## src/hdl/jsu_pkg.sv

```systemverilog
// Shared types, character codes and UTF-8 helpers for the JSON string unescaper.
package jsu_pkg;

  localparam int unsigned MaxRun = 6;

  localparam logic [7:0] CH_QUOTE = 8'h22;
  localparam logic [7:0] CH_BSL   = 8'h5C;
  localparam logic [7:0] CH_SLASH = 8'h2F;
  localparam logic [7:0] CH_SPACE = 8'h20;
  localparam logic [7:0] CH_TAB   = 8'h09;
  localparam logic [7:0] CH_CR    = 8'h0D;
  localparam logic [7:0] CH_LF    = 8'h0A;
  localparam logic [7:0] CH_LC_B  = 8'h62;
  localparam logic [7:0] CH_LC_F  = 8'h66;
  localparam logic [7:0] CH_LC_N  = 8'h6E;
  localparam logic [7:0] CH_LC_R  = 8'h72;
  localparam logic [7:0] CH_LC_T  = 8'h74;
  localparam logic [7:0] CH_LC_U  = 8'h75;
  localparam logic [7:0] CH_BS    = 8'h08;
  localparam logic [7:0] CH_FF    = 8'h0C;

  localparam logic [20:0] CP_REPLACEMENT = 21'h00FFFD;
  localparam logic [20:0] CP_SUPP_BASE   = 21'h010000;
  localparam logic [5:0]  SURR_HIGH_TAG  = 6'b110110;
  localparam logic [5:0]  SURR_LOW_TAG   = 6'b110111;

  localparam logic [7:0] FFFD_B0 = 8'hEF;
  localparam logic [7:0] FFFD_B1 = 8'hBF;
  localparam logic [7:0] FFFD_B2 = 8'hBD;

  typedef struct packed {
    logic       ok;
    logic [3:0] val;
  } hex_t;

  typedef struct packed {
    logic [3:0][7:0] b;
    logic [2:0]      len;
  } utf8_t;

  typedef struct packed {
    logic [MaxRun-1:0][7:0] bytes;
    logic [2:0]             count;
    logic                   status_only;
    logic                   done;
    logic                   err;
  } run_t;

  function automatic hex_t hex_digit(input logic [7:0] c);
    hex_t r;
    r.ok  = 1'b1;
    r.val = 4'd0;
    if (c >= 8'h30 && c <= 8'h39) begin
      r.val = 4'(c - 8'h30);
    end else if (c >= 8'h61 && c <= 8'h66) begin
      r.val = 4'(c - 8'h57);
    end else if (c >= 8'h41 && c <= 8'h46) begin
      r.val = 4'(c - 8'h37);
    end else begin
      r.ok = 1'b0;
    end
    return r;
  endfunction

  function automatic utf8_t utf8_enc(input logic [20:0] cp);
    utf8_t r;
    r.b = '0;
    if (cp < 21'h000080) begin
      r.b[0] = cp[7:0];
      r.len  = 3'd1;
    end else if (cp < 21'h000800) begin
      r.b[0] = {3'b110, cp[10:6]};
      r.b[1] = {2'b10, cp[5:0]};
      r.len  = 3'd2;
    end else if (cp < 21'h010000) begin
      r.b[0] = {4'b1110, cp[15:12]};
      r.b[1] = {2'b10, cp[11:6]};
      r.b[2] = {2'b10, cp[5:0]};
      r.len  = 3'd3;
    end else begin
      r.b[0] = {5'b11110, cp[20:18]};
      r.b[1] = {2'b10, cp[17:12]};
      r.b[2] = {2'b10, cp[11:6]};
      r.b[3] = {2'b10, cp[5:0]};
      r.len  = 3'd4;
    end
    return r;
  endfunction

endpackage

```

## src/hdl/json_string_unescape_utf8_core.sv

```systemverilog
// JSON string unescaper top level: input register, decoder and output run register.
// One document byte is taken per item on the in_ channel; each accepted byte is
// registered, then decoded, and its run of zero to six result items is written
// into the output register once that register is free. A byte that yields at most
// one result moves through at one item per cycle while out_tready is high; a byte
// that yields k results holds the output register until all k items have left,
// and the input side stalls until the last item of the run leaves. Escapes and
// surrogate pairs are decoded to UTF-8; parse_error or string_done marks the
// last item of a run, and a byte that only finishes or fails a string gives a
// single item with byte_valid low.
module json_string_unescape_utf8_core (
  input  logic       clk,
  input  logic       rst_n,
  input  logic       in_tvalid,
  output logic       in_tready,
  input  logic [7:0] in_tdata,   // [7:0] in_byte
  input  logic       in_tlast,
  output logic       out_tvalid,
  input  logic       out_tready,
  output logic [7:0] out_tdata,  // [7:0] out_byte
  output logic       out_tlast,
  output logic [2:0] out_tuser   // [0] byte_valid, [1] string_done, [2] parse_error
);

  logic          in_valid_r;
  logic [7:0]    in_byte_r;
  logic          in_eod_r;
  logic          buf_free, step;
  jsu_pkg::run_t run;

  assign step      = in_valid_r && buf_free;
  assign in_tready = !in_valid_r || step;

  always_ff @(posedge clk) begin
    if (!rst_n) begin
      in_valid_r <= 1'b0;
    end else if (in_tready) begin
      in_valid_r <= in_tvalid;
    end
  end

  always_ff @(posedge clk) begin
    if (in_tready && in_tvalid) begin
      in_byte_r <= in_tdata;
      in_eod_r  <= in_tlast;
    end
  end

  jsu_decode u_decode (
    .clk     (clk),
    .rst_n   (rst_n),
    .step    (step),
    .in_byte (in_byte_r),
    .eod     (in_eod_r),
    .run     (run)
  );

  jsu_run_buf u_run_buf (
    .clk        (clk),
    .rst_n      (rst_n),
    .load       (step),
    .run        (run),
    .free       (buf_free),
    .out_tvalid (out_tvalid),
    .out_tready (out_tready),
    .out_tdata  (out_tdata),
    .out_tlast  (out_tlast),
    .out_tuser  (out_tuser)
  );

endmodule

```

## src/hdl/jsu_decode.sv

```systemverilog
// Decoder state and per-byte unescape logic that builds one run of output bytes.
module jsu_decode (
  input  logic              clk,
  input  logic              rst_n,
  input  logic              step,
  input  logic [7:0]        in_byte,
  input  logic              eod,
  output jsu_pkg::run_t     run
);

  typedef enum logic [6:0] {
    MODE_IDLE       = 7'b0000001,
    MODE_BODY       = 7'b0000010,
    MODE_ESC        = 7'b0000100,
    MODE_HEX        = 7'b0001000,
    MODE_AFTER_HIGH = 7'b0010000,
    MODE_PAIR_U     = 7'b0100000,
    MODE_PAIR_HEX   = 7'b1000000
  } mode_t;

  typedef struct packed {
    mode_t      mode;
    logic       on;
    logic [7:0] byte_val;
    logic       done;
    logic       err;
    logic       hex_start;
  } sub_t;

  mode_t       mode_r, mode_nxt;
  logic [15:0] acc_r, acc_nxt;
  logic [1:0]  cnt_r, cnt_nxt;
  logic [9:0]  ph_r, ph_nxt;

  jsu_pkg::hex_t  hx;
  jsu_pkg::utf8_t enc;
  sub_t           body_s, esc_s;
  logic [15:0]    acc_shift;
  logic           hex_full, fin_high, fin_low;
  logic           err, done, pre, t_on, t_raw;
  logic [7:0]     t_byte;
  logic [20:0]    t_cp;
  logic [3:0][7:0] tb;
  logic [2:0]     tlen, total;

  assign hx        = jsu_pkg::hex_digit(in_byte);
  assign acc_shift = {acc_r[11:0], hx.val};
  assign hex_full  = (cnt_r == 2'd3);
  assign fin_high  = (acc_shift[15:10] == jsu_pkg::SURR_HIGH_TAG);
  assign fin_low   = (acc_shift[15:10] == jsu_pkg::SURR_LOW_TAG);

  always_comb begin
    body_s           = '0;
    body_s.byte_val  = in_byte;
    body_s.mode      = MODE_BODY;
    if (in_byte == jsu_pkg::CH_QUOTE) begin
      body_s.done = 1'b1;
      body_s.mode = MODE_IDLE;
    end else if (in_byte == jsu_pkg::CH_BSL) begin
      body_s.mode = MODE_ESC;
    end else begin
      body_s.on = 1'b1;
    end
  end

  always_comb begin
    esc_s          = '0;
    esc_s.mode     = MODE_BODY;
    esc_s.byte_val = in_byte;
    case (in_byte)
      jsu_pkg::CH_QUOTE, jsu_pkg::CH_BSL, jsu_pkg::CH_SLASH: esc_s.on = 1'b1;
      jsu_pkg::CH_LC_B: begin
        esc_s.on       = 1'b1;
        esc_s.byte_val = jsu_pkg::CH_BS;
      end
      jsu_pkg::CH_LC_F: begin
        esc_s.on       = 1'b1;
        esc_s.byte_val = jsu_pkg::CH_FF;
      end
      jsu_pkg::CH_LC_N: begin
        esc_s.on       = 1'b1;
        esc_s.byte_val = jsu_pkg::CH_LF;
      end
      jsu_pkg::CH_LC_R: begin
        esc_s.on       = 1'b1;
        esc_s.byte_val = jsu_pkg::CH_CR;
      end
      jsu_pkg::CH_LC_T: begin
        esc_s.on       = 1'b1;
        esc_s.byte_val = jsu_pkg::CH_TAB;
      end
      jsu_pkg::CH_LC_U: begin
        esc_s.mode      = MODE_HEX;
        esc_s.hex_start = 1'b1;
      end
      default: esc_s.err = 1'b1;
    endcase
  end

  always_comb begin
    mode_nxt = mode_r;
    acc_nxt  = acc_r;
    cnt_nxt  = cnt_r;
    ph_nxt   = ph_r;
    err      = 1'b0;
    done     = 1'b0;
    pre      = 1'b0;
    t_on     = 1'b0;
    t_raw    = 1'b0;
    t_byte   = in_byte;
    t_cp     = '0;
    case (mode_r)
      MODE_IDLE: begin
        if (in_byte == jsu_pkg::CH_QUOTE) begin
          mode_nxt = MODE_BODY;
        end else if (!(in_byte == jsu_pkg::CH_SPACE || in_byte == jsu_pkg::CH_TAB ||
                       in_byte == jsu_pkg::CH_CR || in_byte == jsu_pkg::CH_LF)) begin
          err = 1'b1;
        end
      end
      MODE_BODY: begin
        mode_nxt = body_s.mode;
        done     = body_s.done;
        t_on     = body_s.on;
        t_raw    = body_s.on;
      end
      MODE_ESC: begin
        mode_nxt = esc_s.mode;
        err      = esc_s.err;
        t_on     = esc_s.on;
        t_raw    = esc_s.on;
        t_byte   = esc_s.byte_val;
        if (esc_s.hex_start) begin
          acc_nxt = '0;
          cnt_nxt = '0;
        end
      end
      MODE_AFTER_HIGH: begin
        if (in_byte == jsu_pkg::CH_BSL) begin
          mode_nxt = MODE_PAIR_U;
        end else begin
          pre      = 1'b1;
          mode_nxt = body_s.mode;
          done     = body_s.done;
          t_on     = body_s.on;
          t_raw    = body_s.on;
        end
      end
      MODE_PAIR_U: begin
        if (in_byte == jsu_pkg::CH_LC_U) begin
          mode_nxt = MODE_PAIR_HEX;
          acc_nxt  = '0;
          cnt_nxt  = '0;
        end else begin
          pre      = 1'b1;
          mode_nxt = esc_s.mode;
          err      = esc_s.err;
          t_on     = esc_s.on;
          t_raw    = esc_s.on;
          t_byte   = esc_s.byte_val;
        end
      end
      MODE_HEX, MODE_PAIR_HEX: begin
        if (!hx.ok) begin
          err = 1'b1;
        end else begin
          acc_nxt = acc_shift;
          cnt_nxt = 2'(cnt_r + 2'd1);
          if (hex_full) begin
            cnt_nxt = '0;
            if (mode_r == MODE_PAIR_HEX && fin_low) begin
              t_on     = 1'b1;
              t_cp     = 21'(jsu_pkg::CP_SUPP_BASE + {11'd0, ph_r, acc_shift[9:0]});
              mode_nxt = MODE_BODY;
            end else begin
              pre = (mode_r == MODE_PAIR_HEX);
              if (fin_high) begin
                ph_nxt   = acc_shift[9:0];
                mode_nxt = MODE_AFTER_HIGH;
              end else begin
                t_on     = 1'b1;
                t_cp     = fin_low ? jsu_pkg::CP_REPLACEMENT : {5'd0, acc_shift};
                mode_nxt = MODE_BODY;
              end
            end
          end
        end
      end
      default: err = 1'b1;
    endcase
    if (eod && !done) begin
      err = 1'b1;
    end
    if (err) begin
      mode_nxt = MODE_IDLE;
      acc_nxt  = '0;
      cnt_nxt  = '0;
      ph_nxt   = '0;
    end
  end

  assign enc  = jsu_pkg::utf8_enc(t_cp);
  assign tb   = t_raw ? {24'd0, t_byte} : enc.b;
  assign tlen = !t_on ? 3'd0 : (t_raw ? 3'd1 : enc.len);
  assign total = 3'(tlen + (pre ? 3'd3 : 3'd0));

  always_comb begin
    run.bytes = '0;
    if (pre) begin
      run.bytes[0] = jsu_pkg::FFFD_B0;
      run.bytes[1] = jsu_pkg::FFFD_B1;
      run.bytes[2] = jsu_pkg::FFFD_B2;
      run.bytes[3] = tb[0];
      run.bytes[4] = tb[1];
      run.bytes[5] = tb[2];
    end else begin
      run.bytes[0] = tb[0];
      run.bytes[1] = tb[1];
      run.bytes[2] = tb[2];
      run.bytes[3] = tb[3];
    end
    run.done        = done;
    run.err         = err;
    run.status_only = (total == 3'd0) && (done || err);
    run.count       = run.status_only ? 3'd1 : total;
  end

  always_ff @(posedge clk) begin
    if (!rst_n) begin
      mode_r <= MODE_IDLE;
      acc_r  <= '0;
      cnt_r  <= '0;
      ph_r   <= '0;
    end else if (step) begin
      mode_r <= mode_nxt;
      acc_r  <= acc_nxt;
      cnt_r  <= cnt_nxt;
      ph_r   <= ph_nxt;
    end
  end

endmodule

```

## src/hdl/jsu_run_buf.sv

```systemverilog
// Result register that holds one run of output bytes and hands them out one per cycle while out_tready is high.
module jsu_run_buf (
  input  logic          clk,
  input  logic          rst_n,
  input  logic          load,
  input  jsu_pkg::run_t run,
  output logic          free,
  output logic          out_tvalid,
  input  logic          out_tready,
  output logic [7:0]    out_tdata,
  output logic          out_tlast,
  output logic [2:0]    out_tuser
);

  logic [jsu_pkg::MaxRun-1:0][7:0] bytes_r;
  logic [2:0] count_r, count_nxt;
  logic [2:0] idx_r, idx_nxt;
  logic       status_r, done_r, err_r;
  logic       last, fire;

  assign out_tvalid = (count_r != 3'd0);
  assign last       = (3'(idx_r + 3'd1) == count_r);
  assign fire       = out_tvalid && out_tready;
  assign free       = !out_tvalid || (out_tready && last);

  assign out_tdata    = bytes_r[idx_r];
  assign out_tlast    = last;
  assign out_tuser[0] = !status_r;
  assign out_tuser[1] = last && done_r;
  assign out_tuser[2] = last && err_r;

  always_comb begin
    count_nxt = count_r;
    idx_nxt   = idx_r;
    if (load) begin
      count_nxt = run.count;
      idx_nxt   = '0;
    end else if (fire) begin
      if (last) begin
        count_nxt = '0;
        idx_nxt   = '0;
      end else begin
        idx_nxt = 3'(idx_r + 3'd1);
      end
    end
  end

  always_ff @(posedge clk) begin
    if (!rst_n) begin
      count_r <= '0;
      idx_r   <= '0;
    end else begin
      count_r <= count_nxt;
      idx_r   <= idx_nxt;
    end
  end

  always_ff @(posedge clk) begin
    if (load) begin
      bytes_r  <= run.bytes;
      status_r <= run.status_only;
      done_r   <= run.done;
      err_r    <= run.err;
    end
  end

  a_flags_on_last: assert property (@(posedge clk) disable iff (!rst_n)
    out_tvalid && !out_tlast |-> !out_tuser[1] && !out_tuser[2])
    else $error("status flag on a non-final item");

  a_status_alone: assert property (@(posedge clk) disable iff (!rst_n)
    out_tvalid && !out_tuser[0] |-> out_tlast && (out_tuser[1] || out_tuser[2]))
    else $error("status-only item without a flag or not last");

  a_idx_in_run: assert property (@(posedge clk) disable iff (!rst_n)
    out_tvalid |-> idx_r < count_r)
    else $error("run index beyond run length");

  a_run_continues: assert property (@(posedge clk) disable iff (!rst_n)
    out_tvalid && out_tready && !out_tlast |=> out_tvalid && idx_r == $past(idx_r) + 3'd1)
    else $error("run broken before its last item");

endmodule
```

## config.mk

```make
export PLATFORM = sky130hd
export DESIGN_NAME = json_string_unescape_utf8_core
export DESIGN_NICKNAME = d
export VERILOG_FILES = /design/src/hdl/jsu_pkg.sv /design/src/hdl/json_string_unescape_utf8_core.sv /design/src/hdl/jsu_decode.sv /design/src/hdl/jsu_run_buf.sv
export SDC_FILE = /design/constraint.sdc
export NUM_CORES = 1
export LEC_CHECK = 0
export ABC_CLOCK_PERIOD_IN_PS = 9400
export BUFFER_PORTS_ARGS = -buffer_cell sky130_fd_sc_hd__buf_2
export CORE_MARGIN = 5
export CORE_UTILIZATION = 35
export CTS_CLUSTER_DIAMETER = 30
export CTS_CLUSTER_SIZE = 24
export DETAILED_ROUTE_END_ITERATION = 6
export PLACE_DENSITY = 0.47
export REMOVE_ABC_BUFFERS = 1
export SYNTH_ARGS = -nofsm -noshare
export SYNTH_HDL_FRONTEND = slang
export SYNTH_SLANG_ARGS = --single-unit
```

## constraint.sdc

```tcl
create_clock -name clk -period 9.4 [get_ports clk]
set_clock_uncertainty 0.05 [all_clocks]
set_input_delay 1.41 -clock clk [delete_from_list [all_inputs] [get_ports clk]]
set_output_delay 1.41 -clock clk [all_outputs]
set_load 0.005 [all_outputs]
```

Word level (Yosys, flattened, before mapping)
Cells that the tools add are included.

Word-level logic and storage cells: 196. Flip-flop bits (word level): 98. Output and inout bits: 14.

$lt $le $gt $ge: 10. Bitwise gates (word level): 1. Add/sub/neg operators: 7. Equal/unequal tests: 30. Reduce and logical (&&, ||, !) cells: 41. Multiplexer cells: 89.

Operators by type and width (count): two-way mux 21 bit (5); two-way mux 32 bit (2); two-way mux 10 bit (6); == test 8 x 7 -> 1 bit, second input constant (7); two-way mux 12 bit (4); two-way mux 7 bit (6); case mux 7 bit (6 select lines) (1); case mux 8 bit (5 select lines) (1); case mux 12 bit (3 select lines) (1); two-way mux 16 bit (2); two-way mux 3 bit (9); two-way mux 1 bit (25); two-way mux 25 bit (1); binary-select mux 8 bit (select 3 bit) (1); == test 8 x 4 -> 1 bit, second input constant (3); == test 8 x 6 -> 1 bit, second input constant (3); two-way mux 24 bit (1); two-way mux 8 bit (3); adder 17 x 20 -> 21 bit, first input constant (1); less-than comparator 21 x 12 -> 1 bit, second input constant (1); less-than comparator 21 x 17 -> 1 bit, second input constant (1); less-than comparator 21 x 8 -> 1 bit, second input constant (1); two-way mux 19 bit (1); greater-or-equal comparator 8 x 7 -> 1 bit, second input constant (2); other kinds (47) (90).

Depth between registers and ports, before layout
Gate-level depths: netlist (run 1).

Depth after elaboration: 22. Gate-level depth with buffers: 15. Depth with buffers taken out: 14.

Hierarchy
Synthesis (run 1) repeated with hierarchy kept, for this count alone.

Cells, all modules: 642. Area total of the unflattened synthesis: 6027.0 um^2.

Modules (own cells, without submodules): jsu_decode (instances 1, area each 3360.7 um^2, sequential area each 620.6 um^2, cells an instance 486); jsu_run_buf (instances 1, area each 2331.0 um^2, sequential area each 1651.6 um^2, cells an instance 141); json_string_unescape_utf8_core (instances 1, area each 335.3 um^2, sequential area each 290.3 um^2, cells an instance 15).

Worst setup path after synthesis (run 1)
No wires, ideal clock.

Kind: register to register. Start point: reg in_byte_r[0]. End point: reg u_run_buf.count_r[0]. Stages on the path, launching flop included: 16. Setup time: 0.095 ns. Arrival: 3.757 ns. Clock period less this slack: 3.903 ns. Setup slack: 5.497 ns. Path buffers: 1. Cell sequence: edfxtp_1 > inv_1 > ha_1 > nor2b_1 > o311a_1 > a2111o_1 > a21boi_0 > clkbuf_1 > inv_1 > o21ai_0 > a21oi_1 > ha_1 > fa_1 > xnor2_1 > or3_1 > o311ai_1.

Word-level cells in the longest chain between the ends: 22.

RTL lines: start: declaration (RTL line json_string_unescape_utf8_core.sv:26) `logic [7:0] in_byte_r;`; start signal: assignment (RTL line json_string_unescape_utf8_core.sv:44) `in_byte_r <= in_tdata;`; parallel branches: the longest is 20 deep, another holds adder 17 x 20 -> 21 bit; two-way mux 3 bit (*) (RTL line jsu_decode.sv:225) `run.count = run.status_only ? 3'd1 : total;`; two-way mux 3 bit (*) (RTL line jsu_run_buf.sv:35) `if (load) begin`; end signal: assignment (RTL line jsu_run_buf.sv:53) `count_r <= count_nxt;`; end: declaration (RTL line jsu_run_buf.sv:16) `logic [2:0] count_r, count_nxt;`.

Mark *: on every way between the ends. A chain may end at the register's enable or synchronous reset.

Worst setup path after layout (run 1)
Same ends and word-level chain as after synthesis.

==> flow_summary.yaml, run 1 <==
outcome:
  status: "finished clean"
route:
  highest_layer: "met4"
  met1Wirelength_mm: 7.83
  vias_per_cell: 5.72
  antenna_left: 0
  vias: 4913
  met2_length_mm: 7.69
  dr.pass1.iters: 5
  drc: 0
  drt-total-wl_mm: 16.5
  wl_per_cell_um: 19.2
  drt-initial-drc-count: 332
  route.met3.wl_um: 676
setup_path:
  reg2reg_from: "in_byte_r[0]$_DFFE_PP_"
  crit_top_cell: "nor2_1"
  cpMaxStageDelayCell: "nor2_1"
  rr_endpoint: "u_run_buf.count_r[0]$_SDFFE_PN0P_"
  crit_end: "u_run_buf.count_r[0]$_SDFFE_PN0P_"
  crit_buf_inv: 1
  crit_required_ns: 9.61
  critPathCaptureType: "register"
  crit_cells: 11
  cpPeakStageDelay_ns: 0.79
  path_delay_family: "simple AND/OR/NAND/NOR gates"
  r2r_cells: 11
  arrival_ns: 4.63
  crit_path_start_kind: "register"
  r2r_slack_ns: 4.98
  cp_max_fo: 13
  path_class: "register to register"
  cp_cell_sequence: "inv_1, ha_1, o21bai_1, a2111o_1, a211o_1, nor2_1, nor3_4, nor2_1, fa_1, or3_1, o311ai_1"
  crit_start: "in_byte_r[0]$_DFFE_PP_"
global_route:
  grt_pass1_vias: 4679
  grt_first_pass_wirelength_mm: 26.3
  grt-ovfl-total: 0
  grt_max_degree: 55
  antenna_found_initial: 0
  grt.total_usage_pct: 17.0
synthesis:
  ys_types: 93
  synth_commonest_cells: "nand2_1, edfxtp_1, nor2_1"
  yosysWarnings: 0
  syn-cell-area_um2: 5960
  seq_area_frac_synth_pct: 40.9
  async_reset_ff_share_pct: 0
  ys.flop_type: "edfxtp_1"
  synth_edf_count: 56
  synth-simple-area-share_pct: 24.6
  yosys.area_share.adder_pct: 2.01
  synth.area.mux_share_pct: 6.17
  synthTopCellsByArea: "edfxtp_1, dfxtp_1, nand2_1"
  syn_inst: 631
  synth_top_family_by_area: "simple AND/OR/NAND/NOR gates"
  synth.top_cell.area_share_pct: 28.2
  yosys.area.top_type: "edfxtp_1"
  syn_avg_cell_area_um2: 9.45
  synth_xor_area_share_pct: 1.43
  synth_compound_gate_area_share_pct: 20.2
  synth_seq_cells: 94
  yosysMostFrequentCell: "nand2_1"
power:
  max-vdd-ir-drop_uv: 88.3
  leakage_nw: 2.18
  design_power_total_mw: 0.888
  power_density_nw_per_um2: 136
floorplan:
  die_w_um: 141
  core_um2: 16600
  io_pins: 27
  die_area_um2: 19800
  start_util_pct: 35.8
  fp.dieH_um: 141
  rows: 47
timing:
  period_share_pct: 47.0
  fmax_mhz: 226
  maxSlewHeadroom_pct: 32.6
  setup_slack_ns: 4.98
  finalHoldViolations: 0
  setup_violations: 0
  drv_slew: 0
  fin_crit_ns: 4.42
  rsz0062_at_grt: "false"
  finalSetupTns_ns: 0
  worstMarginPinSlew_ns: 1.01
finish:
  area_growth_pct: 9.46
  nets: 656
  layout-drive-gt1-share_pct: 15.0
  fin_cells: 859
  diodes: 0
place:
  dp_hpwl_mm: 12.3
  dp_slack_ns: 5.04
  port_buffers: 26
  finalWeightedCongestion: 0.852
  dp.cells: 843
clock_tree:
  clk_path_buf_depth: 2
  root_buffer: "clkbuf_16"
  clock_sinks: 94
  ctsHoldBuffers: 0
  htreeDepth: 3
  clk_latency_ns: 0.36
  cts_resized: 0
  cts_tree: "built"
  post-cts-setup-buffer-count: 0
  clkTransAtPathRegs_ns: 0.07
  numCtsBuffers: 9
min_path:
  hold_path_class: "register to register"
job:
  max-cap-violations: 0
==> kinds of logic after synthesis <==
kind of cell | after synthesis
xor+xnor | 8
mux | 28
compound gates | 159
fa+ha+maj | 9
buf+inv | 61
flops | 94
simple gates | 272
==> per-stage QoR <==
step / utilization [%] / instance area [um2] / hold slack, ns
2_1_floorplan: - / 5750 / 0.380
4_1_cts: 39.2 / 6530 / 0.422
3_5_place_dp: 37.4 / 6230 / 0.410
6_report: 39.2 / 6530 / 0.421
5_1_grt: 39.2 / 6530 / 0.443
3_3_place_gp: 37.4 / 6230 / 0.399
==> placed cells by master (no fill, tap or decap), types with 9 or more instances in the layout <==
cell and instances:
o21ai_0 35, buf_4 9, clkbuf_16 9, nand2_1 65, nor3_1 17, mux2i_1 21
buf_2 26, nand2b_1 11, nor2_1 50, o31ai_1 15, inv_1 17, nand3_1 48
dfxtp_1 38, a21oi_1 22, o22ai_1 11, edfxtp_1 56
==> tightest hold or removal path: cells and delay by family, from the launching register on <==
family | cells | cell delay (ns)
flip-flops | 1 | 0.31
AND/OR/NAND/NOR | 1 | 0.06
multiplexers | 1 | 0.06
==> how the worst min path moves through the flow <==
stage | start | end | slack [ns] | cells past startpoint
final | u_decode.ph_r[5]$_SDFFE_PN0P_ | u_decode.ph_r[5]$_SDFFE_PN0P_ | 0.42 | 2
after global routing | u_decode.ph_r[5]$_SDFFE_PN0P_ | u_decode.ph_r[5]$_SDFFE_PN0P_ | 0.44 | 2
after CTS | u_decode.ph_r[5]$_SDFFE_PN0P_ | u_decode.ph_r[5]$_SDFFE_PN0P_ | 0.42 | 2
after detailed placement | u_decode.ph_r[5]$_SDFFE_PN0P_ | u_decode.ph_r[5]$_SDFFE_PN0P_ | 0.41 | 2
after global placement | u_decode.ph_r[3]$_SDFFE_PN0P_ | u_decode.ph_r[3]$_SDFFE_PN0P_ | 0.40 | 2
after floorplan | u_decode.ph_r[3]$_SDFFE_PN0P_ | u_decode.ph_r[3]$_SDFFE_PN0P_ | 0.38 | 2
==> power by group <==
part           total [mW]  internal (mW)  switching (mW)
Combinational      0.0527         0.0196          0.0331
Sequential          0.457          0.449         0.00848
Clock               0.378          0.211           0.167
Total               0.888          0.679           0.209
==> layer usage <==
layer  global-route usage [%]  vias to the layer above
li1                         -                     2391
met1                     23.5                     2397
met2                     26.9                      103
met3                     3.10                       22
met4                     5.46                        0
met5                        0                        -
==> sequential cells by signal (all words and copies together) (netlist names) <==
register / count
u_run_buf.bytes_r: 44
u_decode.acc_r: 12
u_decode.ph_r: 10
in_byte_r: 8
u_decode.mode_r: 7
u_run_buf.count_r: 3
u_run_buf.idx_r: 3
u_decode.cnt_r: 2
in_eod_r: 1
in_valid_r: 1
u_run_buf.done_r: 1
u_run_buf.err_r: 1
u_run_buf.status_r: 1
==> final cells by class <==
| cell class | count | area [um2] |
|---|---|---|
| Inverter | 18 | 67.6 |
| Clock inverter | 6 | 72.6 |
| Sequential cell | 94 | 2440 |
| Clock buffer | 10 | 229 |
| Multi-Input combinational cell | 476 | 3240 |
| Timing Repair Buffer | 35 | 198 |
| Tap cell | 220 | 275 |
| Fill cell | 1648 | 10100 |
Note: power is estimated with default switching activity, not from simulation.
==> run 2: changes to the inputs <==
ABC_CLOCK_PERIOD_IN_PS = 3600   (was 9400)
PLACE_DENSITY = 0.49   (was 0.47)
clock period = 3.6 ns   (was 9.4 ns; I/O delays follow)
==> run 2 against run 1 <==
Net effect: global-route usage increased by 1.1 points; register-to-register slack lost 4.9 ns; flip-flop and latch count stayed put; die area is the same; design area grew 11%; via count is 5.8% higher; first-iteration DRC count increased by 29%; routed wire length rose by 7.1%.
==> flow_summary.yaml, run 2 (synthesis gave the netlist of run 1 again) <==
setup_path:
  arrival_ns: 3.69
  cpMaxStageDelayCell: "or4_4"
  critPathCaptureType: "register"
  cp_max_fo: 7
  crit_path_start_kind: "register"
  crit_buf_inv: 0
  path_delay_family: "compound AO/OA/AOI/OAI gates"
  rr_endpoint: "u_run_buf.count_r[0]$_SDFFE_PN0P_"
  path_class: "register to register"
  crit_required_ns: 3.81
  r2r_cells: 10
  reg2reg_from: "u_decode.mode_r[2]$_SDFFE_PN0P_"
  r2r_slack_ns: 0.11
  cpPeakStageDelay_ns: 0.63
  cp_cell_sequence: "or4_4, o31a_1, o31ai_4, a41o_1, a21oi_2, ha_2, fa_2, xnor2_2, or3_4, o311ai_2"
outcome:
  status: "finished clean"
finish:
  area_growth_pct: 21.2
  mostFrequentLayoutCell: "buf_4"
  nets: 733
  largest_register_ffs: 44
  top_register: "u_run_buf.bytes_r"
  utilization_pct: 43.4
  reg_top3: "u_run_buf.bytes_r (44), u_decode.acc_r (12), u_decode.ph_r (10)"
  final_area_um2: 7230
  layout-drive-gt1-share_pct: 26.8
  diodes: 0
  final_cell_mix: "buf_4, nand2_1, edfxtp_1"
floorplan:
  start_util_pct: 35.8
  die_area_um2: 19800
  rows: 47
  die_w_um: 141
  fp.dieH_um: 141
  io_pins: 27
  core_um2: 16600
global_route:
  grt_pass1_vias: 5060
  grt-ovfl-total: 0
  antenna_found_initial: 0
  grt_first_pass_wirelength_mm: 28.3
  grt_max_degree: 54
  grt.total_usage_pct: 18.1
timing:
  worstMarginPinSlew_ns: 0.720
  fin_crit_ns: 3.49
  fmax_mhz: 287
  finalHoldViolations: 0
  fin_hold_ws_ns: 0.307
  period_share_pct: 96.9
  drv_slew: 0
  maxSlewHeadroom_pct: 51.5
  setup_violations: 0
  rsz0062_at_grt: "true"
power:
  comb_power_share_pct: 7.9
  power_density_nw_per_um2: 316
  seqPwrFrac_pct: 51.9
  p_int_mw: 1.76
  clkPwrFrac_pct: 40.1
  p_switching_mw: 0.530
  power.share.switching_pct: 23.2
  leakage_nw: 2.57
  max-vdd-ir-drop_uv: 209
min_path:
  min_from: "in_tdata[0]"
  whs_endpoint: "in_byte_r[0]$_DFFE_PP_"
  hold_path_class: "input pin to register"
  holdPathStages: 1
route:
  vias_per_cell: 5.55
  vias: 5196
  wl_per_cell_um: 18.9
  drt-initial-drc-count: 427
  dr.pass1.iters: 5
  drc: 0
  antenna_left: 0
  drt-total-wl_mm: 17.7
clock_tree:
  htreeDepth: 3
  clock_sinks: 94
  root_buffer: "clkbuf_16"
  clk_latency_ns: 0.35
  clkTransAtPathRegs_ns: 0.07
  numCtsBuffers: 9
  cts_tree: "built"
  clk_path_buf_depth: 2
place:
  dp_hpwl_mm: 13.4
  port_buffers: 26
  dpl_cell_area_um2: 6740
  finalWeightedCongestion: 0.888
job:
  max-cap-violations: 0
## run 2: cell types whose count changed in the layout (fill, tap and decap cells not counted), sizes merged
cell | before | now
buf | 35 | 112
clkbuf | 10 | 12
inv | 22 | 20
bufinv | 1 | 0
clkinv | 1 | 2
## run 2: timing repair
item / 4_1_cts / 5_1_grt
cloned: 0 / 1
setup buffers: 2 / 9
gates resized for setup: 6 / 25
endpoints found under the setup margin: 1 / 2
hold buffers: 0 / 0
pin swaps: 2 / 12
## run 2: layer usage
layer / vias to the layer above / wire length, um / global-route usage [%]
met5: - / 0 / 0
met4: 0 / 263 / 5.41
met3: 16 / 707 / 3.03
met2: 107 / 8260 / 28.4
met1: 2524 / 8470 / 25.7
li1: 2549 / - / -
## run 2: cell type report
class | count | area [um2]
fillers | 1619 | 9410
multi-input cells | 476 | 3370
flip-flops and latches | 94 | 2440
repair buffers | 112 | 790
well taps | 220 | 275
clock buffers | 12 | 256
inverters | 18 | 67.6
clock inverters | 4 | 28.8
## run 2: worst max-delay path by stage
stage	from	end	slack (ns)	cells past startpoint
2_1_floorplan	u_run_buf.idx_r[0]$_SDFFE_PP0P_	u_decode.cnt_r[0]$_SDFFE_PN0P_	-0.94	9
3_3_place_gp	in_byte_r[1]$_DFFE_PP_	u_run_buf.count_r[0]$_SDFFE_PN0P_	-0.01	13
3_5_place_dp	in_byte_r[1]$_DFFE_PP_	u_run_buf.count_r[0]$_SDFFE_PN0P_	-0.08	13
4_1_cts	in_byte_r[0]$_DFFE_PP_	u_run_buf.count_r[0]$_SDFFE_PN0P_	0.02	12
5_1_grt	in_byte_r[1]$_DFFE_PP_	u_run_buf.count_r[0]$_SDFFE_PN0P_	-0.02	14
6_report	u_decode.mode_r[2]$_SDFFE_PN0P_	u_run_buf.count_r[0]$_SDFFE_PN0P_	0.11	10
## run 2: through the flow
| stage | TNS [ns] | std cells | worst slack [ns] | power [mW] |
|---|---|---|---|---|
| final | 0 | 936 | 0.113 | 2.29 |
| after global placement | -0.0118 | 909 | -0.0118 | 1.38 |
| after CTS | 0 | 927 | 0.0250 | 2.30 |
| after floorplan | -17.33 | 588 | -0.941 | 1.30 |
| after global routing | -0.0245 | 936 | -0.0245 | 2.38 |
| after detailed placement | -0.0787 | 909 | -0.0787 | 1.38 |
## run 2: power by group through the flow
stage          clock network [mW]  registers, mW  logic (mW)
4_1_cts                     0.948           1.19       0.169
3_5_place_dp                    0           1.21       0.167
2_1_floorplan                   0           1.21      0.0843
3_3_place_gp                    0           1.21       0.166
6_report                    0.918           1.19       0.181
5_1_grt                     0.990           1.19       0.197
==> run 3: changes to the inputs <==
--- a/config.mk
+++ b/config.mk
@@ -8,4 +8,6 @@
 export ABC_CLOCK_PERIOD_IN_PS = 3600
 export BUFFER_PORTS_ARGS = -buffer_cell sky130_fd_sc_hd__buf_2
+export CELL_PAD_IN_SITES_DETAIL_PLACEMENT = 1
+export CELL_PAD_IN_SITES_GLOBAL_PLACEMENT = 1
 export CORE_MARGIN = 5
 export CORE_UTILIZATION = 35
@@ -13,5 +15,5 @@
 export CTS_CLUSTER_SIZE = 24
 export DETAILED_ROUTE_END_ITERATION = 6
-export PLACE_DENSITY = 0.49
+export PLACE_DENSITY = 0.6
 export REMOVE_ABC_BUFFERS = 1
 export SYNTH_ARGS = -nofsm -noshare
==> constraint.sdc (replaced) <==
create_clock -name clk -period 3.6 [get_ports clk]
set_clock_uncertainty 0.05 [all_clocks]
set_input_delay 0.54 -clock clk [delete_from_list [all_inputs] [get_ports clk]]
set_output_delay 0.54 -clock clk [all_outputs]
set_load 0.02 [all_outputs]
==> run 3 against run 2 <==
Net effect: power increased by 1.8%; sequential power about the same; register-to-register slack got worse by 0.06 ns; maximum frequency decreased by 1.6%; clock power increased by 3.5%; final cell count increased by 0.11%; combinational power increased by 4%; design area decreased by 0.40%; global-route usage increased by 1.1 points; non-clock buffer count unchanged; via count increased by 2.4%; flip-flop and latch count unchanged; critical endpoint unchanged; largest cell class unchanged.
==> flow_summary.yaml, run 3 (synthesis gave the netlist of run 1 again) <==
timing:
  setup_violations: 0
  fin_crit_ns: 3.55
  maxSlewHeadroom_pct: 55.8
  fin_hold_ws_ns: 0.303
  period_share_pct: 98.5
  drv_slew: 0
  finalHoldViolations: 0
  fmax_mhz: 282
  worstMarginPinSlew_ns: 0.656
  finalSetupTns_ns: 0
  setup_slack_ns: 0.0546
clock_tree:
  clk_latency_ns: 0.36
  numCtsBuffers: 9
  clock_sinks: 94
  cts_tree: "built"
  ctsHoldBuffers: 0
  htreeDepth: 3
  clkTransAtPathRegs_ns: 0.07
  clk_path_buf_depth: 2
  root_buffer: "clkbuf_16"
global_route:
  grt-ovfl-total: 0
  antenna_found_initial: 0
  grt_pass1_vias: 5397
  grt_max_degree: 51
  grt.total_usage_pct: 19.2
  grt_first_pass_wirelength_mm: 29.9
finish:
  fin_cells: 937
  nets: 733
  reg_top3: "u_run_buf.bytes_r (44), u_decode.acc_r (12), u_decode.ph_r (10)"
  nFillCells: 1900
  layout-drive-gt1-share_pct: 26.5
  final_cell_mix: "buf_4, nand2_1, edfxtp_1"
  top_register: "u_run_buf.bytes_r"
  area_growth_pct: 20.7
  largest_register_ffs: 44
  mostFrequentLayoutCell: "buf_4"
place:
  dp_hpwl_mm: 14.5
  finalWeightedCongestion: 0.870
  port_buffers: 26
  dp_slack_ns: -0.145
  dp.cells: 912
floorplan:
  core_um2: 16600
  fp.dieH_um: 141
  rows: 47
  start_util_pct: 35.8
  die_w_um: 141
  io_pins: 27
  die_area_um2: 19800
power:
  max-vdd-ir-drop_uv: 216
  leakage_nw: 2.55
  power_density_nw_per_um2: 323
setup_path:
  critPathCaptureType: "register"
  arrival_ns: 3.75
  path_class: "register to register"
  crit_path_start_kind: "register"
  cp_max_fo: 3
  crit_required_ns: 3.81
min_path:
  hold_path_class: "input pin to register"
job:
  max-cap-violations: 0
route:
  drc: 0
  vias_per_cell: 5.68
  drt-total-wl_mm: 19.0
  drt-initial-drc-count: 290
  wl_per_cell_um: 20.2
  antenna_left: 0
  vias: 5323
  dr.pass1.iters: 4
outcome:
  status: "finished clean"
-- run 3: cell count changes in the layout (fill, tap and decap cells not counted), sizes merged --
cell	previous run	this run
diode	0	1
clkinvlp	0	1
clkinv	2	3
inv	20	21
clkbuf	12	9
-- run 3: report_power, final --
group / internal (mW) / leakage (nW) / switching (mW) / total, mW
Combinational: 0.0748 / 1.60 / 0.115 / 0.189
Sequential: 1.17 / 0.807 / 0.0168 / 1.19
Clock: 0.485 / 0.141 / 0.465 / 0.950
Total: 1.73 / 2.55 / 0.596 / 2.33
-- run 3: layer usage --
metal | share of wire, % | track usage, % | up-vias
li1 | - | - | 2553
met1 | 47 | 25.9 | 2659
met2 | 48 | 32.1 | 86
met3 | 2.9 | 2.39 | 25
met4 | 1.9 | 5.97 | 0
met5 | 0 | 0 | -
-- run 3: worst max-delay path, stage by stage (launching register included) --
cell	delay, ns
edfxtp_1	0.45
buf_4	0.15
buf_4	0.11
and3b_1	0.20
o311a_1	0.37
a2111o_1	0.39
a21boi_2	0.19
inv_1	0.07
o21ai_2	0.15
a21oi_2	0.06
ha_2	0.20
fa_2	0.46
or3_4	0.40
o311ai_1	0.22
-- run 3: path summary, 6_finish.rpt --
check | startpoint | to | slack [ns] | cells past startpoint
min | in_tdata[0] | in_byte_r[0]$_DFFE_PP_ | 0.30 | 1
max | in_byte_r[0]$_DFFE_PP_ | u_run_buf.count_r[0]$_SDFFE_PN0P_ | 0.05 | 13
max reg2reg | in_byte_r[0]$_DFFE_PP_ | u_run_buf.count_r[0]$_SDFFE_PN0P_ | 0.05 | 13
min reg2reg | u_decode.ph_r[3]$_SDFFE_PN0P_ | u_decode.ph_r[3]$_SDFFE_PN0P_ | 0.41 | 2
-- run 3: repair_timing --
| item | 4_1_cts | 5_1_grt |
|---|---|---|
| endpoints found under the setup margin | 2 | 2 |
| gates resized for setup | 5 | 22 |
| pin swaps | 3 | 12 |
| buffers inserted | 3 | 5 |
-- run 3: cell type report --
class                   instances  area, um2  area share (%)
flip-flops and latches         94       2440            33.9
inverters                      18       67.6           0.938
clock inverters                 7       67.6           0.938
repair buffers                112        796            11.1
diodes                          1       2.50          0.0348
clock buffers                   9        225            3.13
well taps                     220        275            3.82
multi-input cells             476       3320            46.2
-- run 3: through the flow --
stage | instance area, um2 | util, % | power (mW)
2_1_floorplan | 5750 | - | 1.31
3_3_place_gp | 6760 | 40.6 | 1.38
3_5_place_dp | 6760 | 40.6 | 1.39
4_1_cts | 7080 | 42.6 | 2.34
5_1_grt | 7200 | 43.2 | 2.42
6_report | 7200 | 43.3 | 2.33
